File: src/time_window_running_mean_macros.svh
// Assertion macros for the RTL of the running mean block.
// Each macro checks an implication at every rising clock edge outside reset.
// Defining NO_ASSERTIONS turns every macro into an empty statement.
`ifndef TIME_WINDOW_RUNNING_MEAN_MACROS_SVH
`define TIME_WINDOW_RUNNING_MEAN_MACROS_SVH

`ifndef NO_ASSERTIONS

// The consequent must hold in the same cycle as the antecedent.
`define TWRM_ASSERT_NOW(lbl, ante, cons, msg) \
    lbl: assert property (@(posedge clk) disable iff (!rst_n) (ante) |-> (cons)) \
        else $error(msg);

// The consequent must hold in the cycle after the antecedent.
`define TWRM_ASSERT_NEXT(lbl, ante, cons, msg) \
    lbl: assert property (@(posedge clk) disable iff (!rst_n) (ante) |=> (cons)) \
        else $error(msg);

`else

`define TWRM_ASSERT_NOW(lbl, ante, cons, msg)
`define TWRM_ASSERT_NEXT(lbl, ante, cons, msg)

`endif

`endif

File: src/twrm_pkg.sv
`timescale 1ns / 1ps

package twrm_pkg;

    // Field widths fixed by the interface.
    localparam int VAL_W  = 32;
    localparam int SUM_W  = 40;
    localparam int HC_W   = 9;
    localparam int WIN_W  = 16;
    localparam int FRAC_W = 8;
    localparam int DVD_W  = SUM_W + FRAC_W;

    // Default sizing of the sample queue and of the tick counter.
    localparam int FIFO_DEPTH_DEF = 256;
    localparam int STAMP_BITS_DEF = 32;

    // Window length after reset.
    localparam logic [WIN_W-1:0] WIN_RESET = WIN_W'(10);

    // Item kinds.
    localparam logic KIND_TICK = 1'b0;
    localparam logic KIND_PUSH = 1'b1;

    // Sequencer states.
    typedef enum logic [2:0] {
        ST_IDLE,
        ST_READ,
        ST_CHECK,
        ST_MEAN,
        ST_DIV,
        ST_FIN
    } state_t;

    // Status of the divider as seen by the sequencer.
    typedef struct packed {
        logic busy;
        logic done;
    } div_stat_t;

endpackage

File: src/twrm_div.sv
`timescale 1ns / 1ps

module twrm_div #(
    parameter int CNT_W = 9
) (
    input  logic                       clk,
    input  logic                       rst_n,
    input  logic                       start,
    input  logic [twrm_pkg::DVD_W-1:0] dividend,
    input  logic [CNT_W-1:0]           divisor,
    output logic [twrm_pkg::DVD_W-1:0] quotient,
    output twrm_pkg::div_stat_t        stat
);

    localparam int DW     = twrm_pkg::DVD_W;
    localparam int STEP_W = $clog2(DW);

    logic [DW-1:0]     quo_reg;
    logic [DW-1:0]     quo_next;
    logic [CNT_W-1:0]  rem_reg;
    logic [CNT_W-1:0]  rem_next;
    logic [CNT_W-1:0]  dsr_reg;
    logic [STEP_W-1:0] step_reg;
    logic [STEP_W-1:0] step_next;
    logic              busy_reg;
    logic              busy_next;
    logic              done_reg;
    logic              done_next;

    logic [CNT_W:0]    rem_shift;
    logic [CNT_W:0]    dsr_ext;
    logic [CNT_W:0]    rem_diff;
    logic              fits;

    // One restoring step: bring down the next dividend bit and try to subtract.
    always_comb
    begin
        rem_shift = {rem_reg, quo_reg[DW-1]};
        dsr_ext   = {1'b0, dsr_reg};
        rem_diff  = rem_shift - dsr_ext;
        fits      = (rem_shift >= dsr_ext);
    end

    // Step control: one quotient bit per cycle, most significant first.
    always_comb
    begin
        quo_next  = quo_reg;
        rem_next  = rem_reg;
        step_next = step_reg;
        busy_next = busy_reg;
        done_next = 1'b0;
        if (start)
        begin
            quo_next  = dividend;
            rem_next  = '0;
            step_next = STEP_W'(DW - 1);
            busy_next = 1'b1;
        end
        else if (busy_reg)
        begin
            quo_next = {quo_reg[DW-2:0], fits};
            rem_next = fits ? rem_diff[CNT_W-1:0] : rem_shift[CNT_W-1:0];
            if (step_reg == '0)
            begin
                busy_next = 1'b0;
                done_next = 1'b1;
            end
            else
            begin
                step_next = step_reg - 1'b1;
            end
        end
    end

    always_ff @(posedge clk or negedge rst_n)
    begin
        if (!rst_n)
        begin
            step_reg <= '0;
            busy_reg <= 1'b0;
            done_reg <= 1'b0;
        end
        else
        begin
            step_reg <= step_next;
            busy_reg <= busy_next;
            done_reg <= done_next;
        end
    end

    // Working data needs no reset.
    always_ff @(posedge clk)
    begin
        quo_reg <= quo_next;
        rem_reg <= rem_next;
        if (start)
        begin
            dsr_reg <= divisor;
        end
    end

    assign quotient  = quo_reg;
    assign stat.busy = busy_reg;
    assign stat.done = done_reg;

endmodule

File: config.mk
export PLATFORM = sky130hd
export DESIGN_NAME = twrm_div
export DESIGN_NICKNAME = d
export VERILOG_FILES = /design/src/time_window_running_mean_macros.svh /design/src/twrm_pkg.sv /design/src/twrm_div.sv
export SDC_FILE = /design/constraint.sdc
export NUM_CORES = 1
export LEC_CHECK = 0
export ABC_AREA = 1
export BUFFER_PORTS_ARGS = -buffer_cell sky130_fd_sc_hd__buf_2
export CELL_PAD_IN_SITES_DETAIL_PLACEMENT = 2
export CELL_PAD_IN_SITES_GLOBAL_PLACEMENT = 2
export CORE_MARGIN = 3
export CORE_UTILIZATION = 27
export DETAILED_ROUTE_END_ITERATION = 12
export GPL_TIMING_DRIVEN = 0
export PLACE_DENSITY = 0.86
export RECOVER_POWER = 100
export SYNTH_ARGS = -nofsm -noshare
export SYNTH_HDL_FRONTEND = slang
export SYNTH_SLANG_ARGS = --single-unit
File: constraint.sdc
create_clock -name clk -period 1.98 [get_ports clk]
set_input_delay 0.198 -clock clk [delete_from_list [all_inputs] [get_ports clk]]
set_output_delay 0.198 -clock clk [all_outputs]
set_load 0.02 [all_outputs]
==> report_table.html <==
<table>
<tr><th>Metric</th><th>Value</th></tr>
<tr><th colspan="2">Synthesis</th></tr>
<tr><td>Synth top cells by count</td><td>nand2_1, edfxtp_1, inv_1, nand3_1, ha_1</td></tr>
<tr><td>Number of enable-type register cells in the synthesized netlist</td><td>57</td></tr>
<tr><td>Prevailing post-synth register cell</td><td>edfxtp_1</td></tr>
<tr><td>Leading area contributor after synthesis</td><td>edfxtp_1</td></tr>
<tr><td>Most used standard cell by instance count after synthesis</td><td>nand2_1</td></tr>
<tr><td>Netlist area before placement</td><td>3640 sq um</td></tr>
<tr><td>Post-synth net total</td><td>485</td></tr>
<tr><td>Number of synthesized register bits</td><td>74</td></tr>
<tr><td>Yosys warning count</td><td>0</td></tr>
<tr><td>Cell types occupying the most area after synthesis</td><td>edfxtp_1, nand2_1, dfrtp_1</td></tr>
<tr><td>Async set-or-reset flop fraction in the synthesized netlist</td><td>10.8%</td></tr>
<tr><td>Fraction of the yosys area taken by sequential cells</td><td>57.5%</td></tr>
<tr><td>Mean instance size in the synthesized netlist</td><td>8.82 sq um</td></tr>
<tr><td>Gate Count Post-Synth</td><td>413</td></tr>
<tr><td>Number of distinct library cells after synthesis</td><td>27</td></tr>
<tr><td>Share of the synthesized area in the top cell type</td><td>47.0%</td></tr>
<tr><th colspan="2">STA</th></tr>
<tr><td>Clk_skew</td><td>0.00699 ns</td></tr>
<tr><td>Hold Fails Final Rpt</td><td>0</td></tr>
<tr><td>Final setup vio count</td><td>0</td></tr>
<tr><td>Transition time at the pin with the least slew margin</td><td>0.523 ns</td></tr>
<tr><td>Headroom to the max-slew limit</td><td>65.2%</td></tr>
<tr><td>Slew Viols, Final</td><td>0</td></tr>
<tr><td>Least setup slack across all paths after layout</td><td>0.0331 ns</td></tr>
<tr><td>Share of the cycle needed by the critical path after routing</td><td>98.3%</td></tr>
<tr><td>Sum of negative setup slack</td><td>0 ns</td></tr>
<tr><td>Setup repair after global routing missed its margin</td><td>yes</td></tr>
<tr><td>Shortest period the worst path allows</td><td>1.95 ns</td></tr>
<tr><td>F_max</td><td>514 MHz</td></tr>
<tr><th colspan="2">Critical path</th></tr>
<tr><td>Kind of critical path</td><td>reg -&gt; reg</td></tr>
<tr><td>Worst Path Required</td><td>2.05 ns</td></tr>
<tr><td>Timing startpoint of the critical path</td><td>quotient[47]</td></tr>
<tr><td>Startpoint of the worst-slack reg-to-reg timing path</td><td>quotient[47]</td></tr>
<tr><td>Worst Setup Start Kind</td><td>register</td></tr>
<tr><td>Kind of capture point of the worst setup path</td><td>register</td></tr>
<tr><td>Max Fanout on Critical Path</td><td>5</td></tr>
<tr><td>Signal arrival time at the worst endpoint</td><td>2.02 ns</td></tr>
<tr><th colspan="2">Drt</th></tr>
<tr><td>Detailed-route wire length per cell</td><td>16.7 um</td></tr>
<tr><td>Number of vias per cell</td><td>4.56</td></tr>
<tr><td>Via count</td><td>3289</td></tr>
<tr><td>Iteration count of the initial detailed-routing pass</td><td>4</td></tr>
<tr><td>First-iteration detailed-routing DRC count</td><td>119</td></tr>
<tr><td>DRC Markers</td><td>0</td></tr>
<tr><td>Total routed wirelength</td><td>12100 um</td></tr>
<tr><td>Post-route ant nets</td><td>0</td></tr>
<tr><th colspan="2">Clock network</th></tr>
<tr><td>H-tree levels</td><td>3</td></tr>
<tr><td>Number of clock sinks seen by CTS</td><td>74</td></tr>
<tr><td>Cell at the root of the clock tree</td><td>clkbuf_16</td></tr>
<tr><td>CTS Buf Count</td><td>9</td></tr>
<tr><td>Worst-skew pair later-pin latency</td><td>0.34 ns</td></tr>
<tr><td>CTS tree</td><td>built</td></tr>
<tr><td>Clock transition at path regs</td><td>0.06 ns</td></tr>
<tr><td>Max Buffers Root-to-Sink</td><td>2</td></tr>
<tr><th colspan="2">Placement</th></tr>
<tr><td>HPWL reported at the end of detailed placement</td><td>8800 um</td></tr>
<tr><td>Final weighted congestion of routability-driven global placement</td><td>0.728</td></tr>
<tr><td>Port buffer count</td><td>109</td></tr>
<tr><td>Pre-CTS setup slack</td><td>-0.122 ns</td></tr>
<tr><th colspan="2">Floorplanning</th></tr>
<tr><td>Die height</td><td>122 um</td></tr>
<tr><td>Core Footprint</td><td>12900 sq um</td></tr>
<tr><td>Starting density of the core</td><td>28.3%</td></tr>
<tr><td>Die Area</td><td>14900 sq um</td></tr>
<tr><td>Number of placement rows</td><td>41</td></tr>
<tr><td>Overall die width</td><td>122 um</td></tr>
<tr><td>Boundary pin count</td><td>110</td></tr>
<tr><th colspan="2">Cells and area</th></tr>
<tr><td>Area growth from synthesis to layout</td><td>30.7%</td></tr>
<tr><td>Nets@finish</td><td>617</td></tr>
<tr><td>Post-layout util</td><td>37.0%</td></tr>
<tr><td>Share of post-route cells with drive strength above 1</td><td>19.8%</td></tr>
<tr><td>Number of flip-flops under the largest register name</td><td>48</td></tr>
<tr><td>Antenna Diode Count</td><td>0</td></tr>
<tr><th colspan="2">Power</th></tr>
<tr><td>Reported leakage power</td><td>2.31 nW</td></tr>
<tr><td>Gate power share</td><td>34.0%</td></tr>
<tr><td>Worst vdd ir</td><td>0.412 mV</td></tr>
<tr><td>Net switching fraction of the power</td><td>36.2%</td></tr>
<tr><td>Switching power summed over all nets</td><td>0.00195 W</td></tr>
<tr><td>Clock network power share</td><td>27.5%</td></tr>
<tr><td>Power per unit of standard cell area</td><td>1130 nW/um^2</td></tr>
<tr><td>Internal power component</td><td>0.00344 W</td></tr>
<tr><td>Part of the power in registers</td><td>38.5%</td></tr>
<tr><th colspan="2">Hold path</th></tr>
<tr><td>Hold wc startpoint</td><td>divisor[6]</td></tr>
<tr><td>Hold Path Class</td><td>in -&gt; reg</td></tr>
<tr><th colspan="2">Global route</th></tr>
<tr><td>Number of antenna violations at the first check in global routing</td><td>0</td></tr>
<tr><td>Overflow after GRT</td><td>0</td></tr>
<tr><td>Wire length of the first global-routing pass</td><td>19100 um</td></tr>
<tr><td>Combined global-route utilization of all metal layers</td><td>16.7%</td></tr>
<tr><td>Pin count of the biggest net entering global routing</td><td>38</td></tr>
<tr><td>Via count of the first global-routing pass</td><td>3703</td></tr>
<tr><th colspan="2">Run status</th></tr>
<tr><td>Run status</td><td>finished, final reports clean</td></tr>
<tr><th colspan="2">Flow run</th></tr>
<tr><td>Reported max-cap violation count</td><td>0</td></tr>
</table>
## routing by layer
| metal | global-route usage, % | vias up | routed length [um] |
|---|---|---|---|
| met5 | 0 | - | 0 |
| met4 | 6.72 | 0 | 155 |
| met3 | 5.48 | 11 | 767 |
| met2 | 29.1 | 86 | 6360 |
| met1 | 18.9 | 1606 | 4780 |
| li1 | - | 1586 | - |
## stage by stage
stage / hold WS [ns] / power, W / std cells / area (sq um)
after floorplan: -0.0976 / 0.00322 / 413 / 3640
after global placement: 0.0600 / 0.00366 / 694 / 4400
after detailed placement: 0.0633 / 0.00376 / 695 / 4420
after CTS: 0.0158 / 0.00534 / 716 / 4750
after global routing: 0.0201 / 0.00577 / 722 / 4760
final: 0.0315 / 0.00539 / 722 / 4760
## power by group through the flow
stage / sequential, W / clock (W) / combinational, W
floorplan: 0.00219 / 0 / 0.00103
finish: 0.00208 / 0.00148 / 0.00183
CTS: 0.00207 / 0.00153 / 0.00174
global route: 0.00211 / 0.00159 / 0.00208
detailed placement: 0.00210 / 0 / 0.00166
global placement: 0.00209 / 0 / 0.00157
## logic make-up (layout without fill, tap and decap cells)
group,Yosys count,after routing,share of synthesized area (%)
flops,74,74,57.5
xor+xnor,4,4,0.962
simple gates,252,252,28.8
compound gates,15,15,2.10
fa+ha+maj,12,12,4.33
buf+inv,56,193,6.39
## worst max-delay path, cell delays in order, from the launching register on
cell and delay, ns:
edfxtp_1 0.40, inv_2 0.10, ha_4 0.13, inv_2 0.04, fa_2 0.34, nand2_2 0.10, nand2_4 0.06, nand3_2 0.09
nand2_2 0.08, nand2_4 0.11, buf_6 0.15, a31oi_1 0.08
## final cells by class
cell class,instances,area [sq um]
multi-input combinational,283,1370
clock buffer,13,240
clock inverter,3,18.8
tap,172,215
sequential,74,2090
timing repair buffer,121,582
buffer,15,82.6
fill,1509,8120
inverter,41,154
## final timing paths
| check | endpoint | slack [ns] | cells past startpoint |
|---|---|---|---|
| hold reg to reg | rem_reg[6] | 0.48 | 2 |
| setup reg to reg | quotient[0] | 0.03 | 11 |
| max in group asynchronous | step_reg[2] | 1.30 | 2 |
| setup / recovery | quotient[0] | 0.03 | 11 |
| min in group asynchronous | done_reg | 0.33 | 2 |
| hold / removal | dsr_reg[6] | 0.03 | 1 |
## timing repair
action,4_1_cts,5_1_grt
hold endpoints to repair,8,0
resized for setup,8,11
hold buffers,1,0
buffers inserted,3,6
pin swaps,1,10
cloned,1,0
endpoints found under the setup margin,10,10
## placed cells by master (no fill, tap or decap), types with 6 or more instances in the layout
cell type    n
dfrtp_1      8
clkbuf_16    9
nor2_1       9
buf_2       58
dfxtp_1      9
nand3_1     21
nand3_2      6
nand2_1    192
edfxtp_1    57
inv_1       37
ha_1        10
a21oi_1      6
clkbuf_1    65
buf_4       12
No activity file was read; power rests on OpenSTA's default activity.
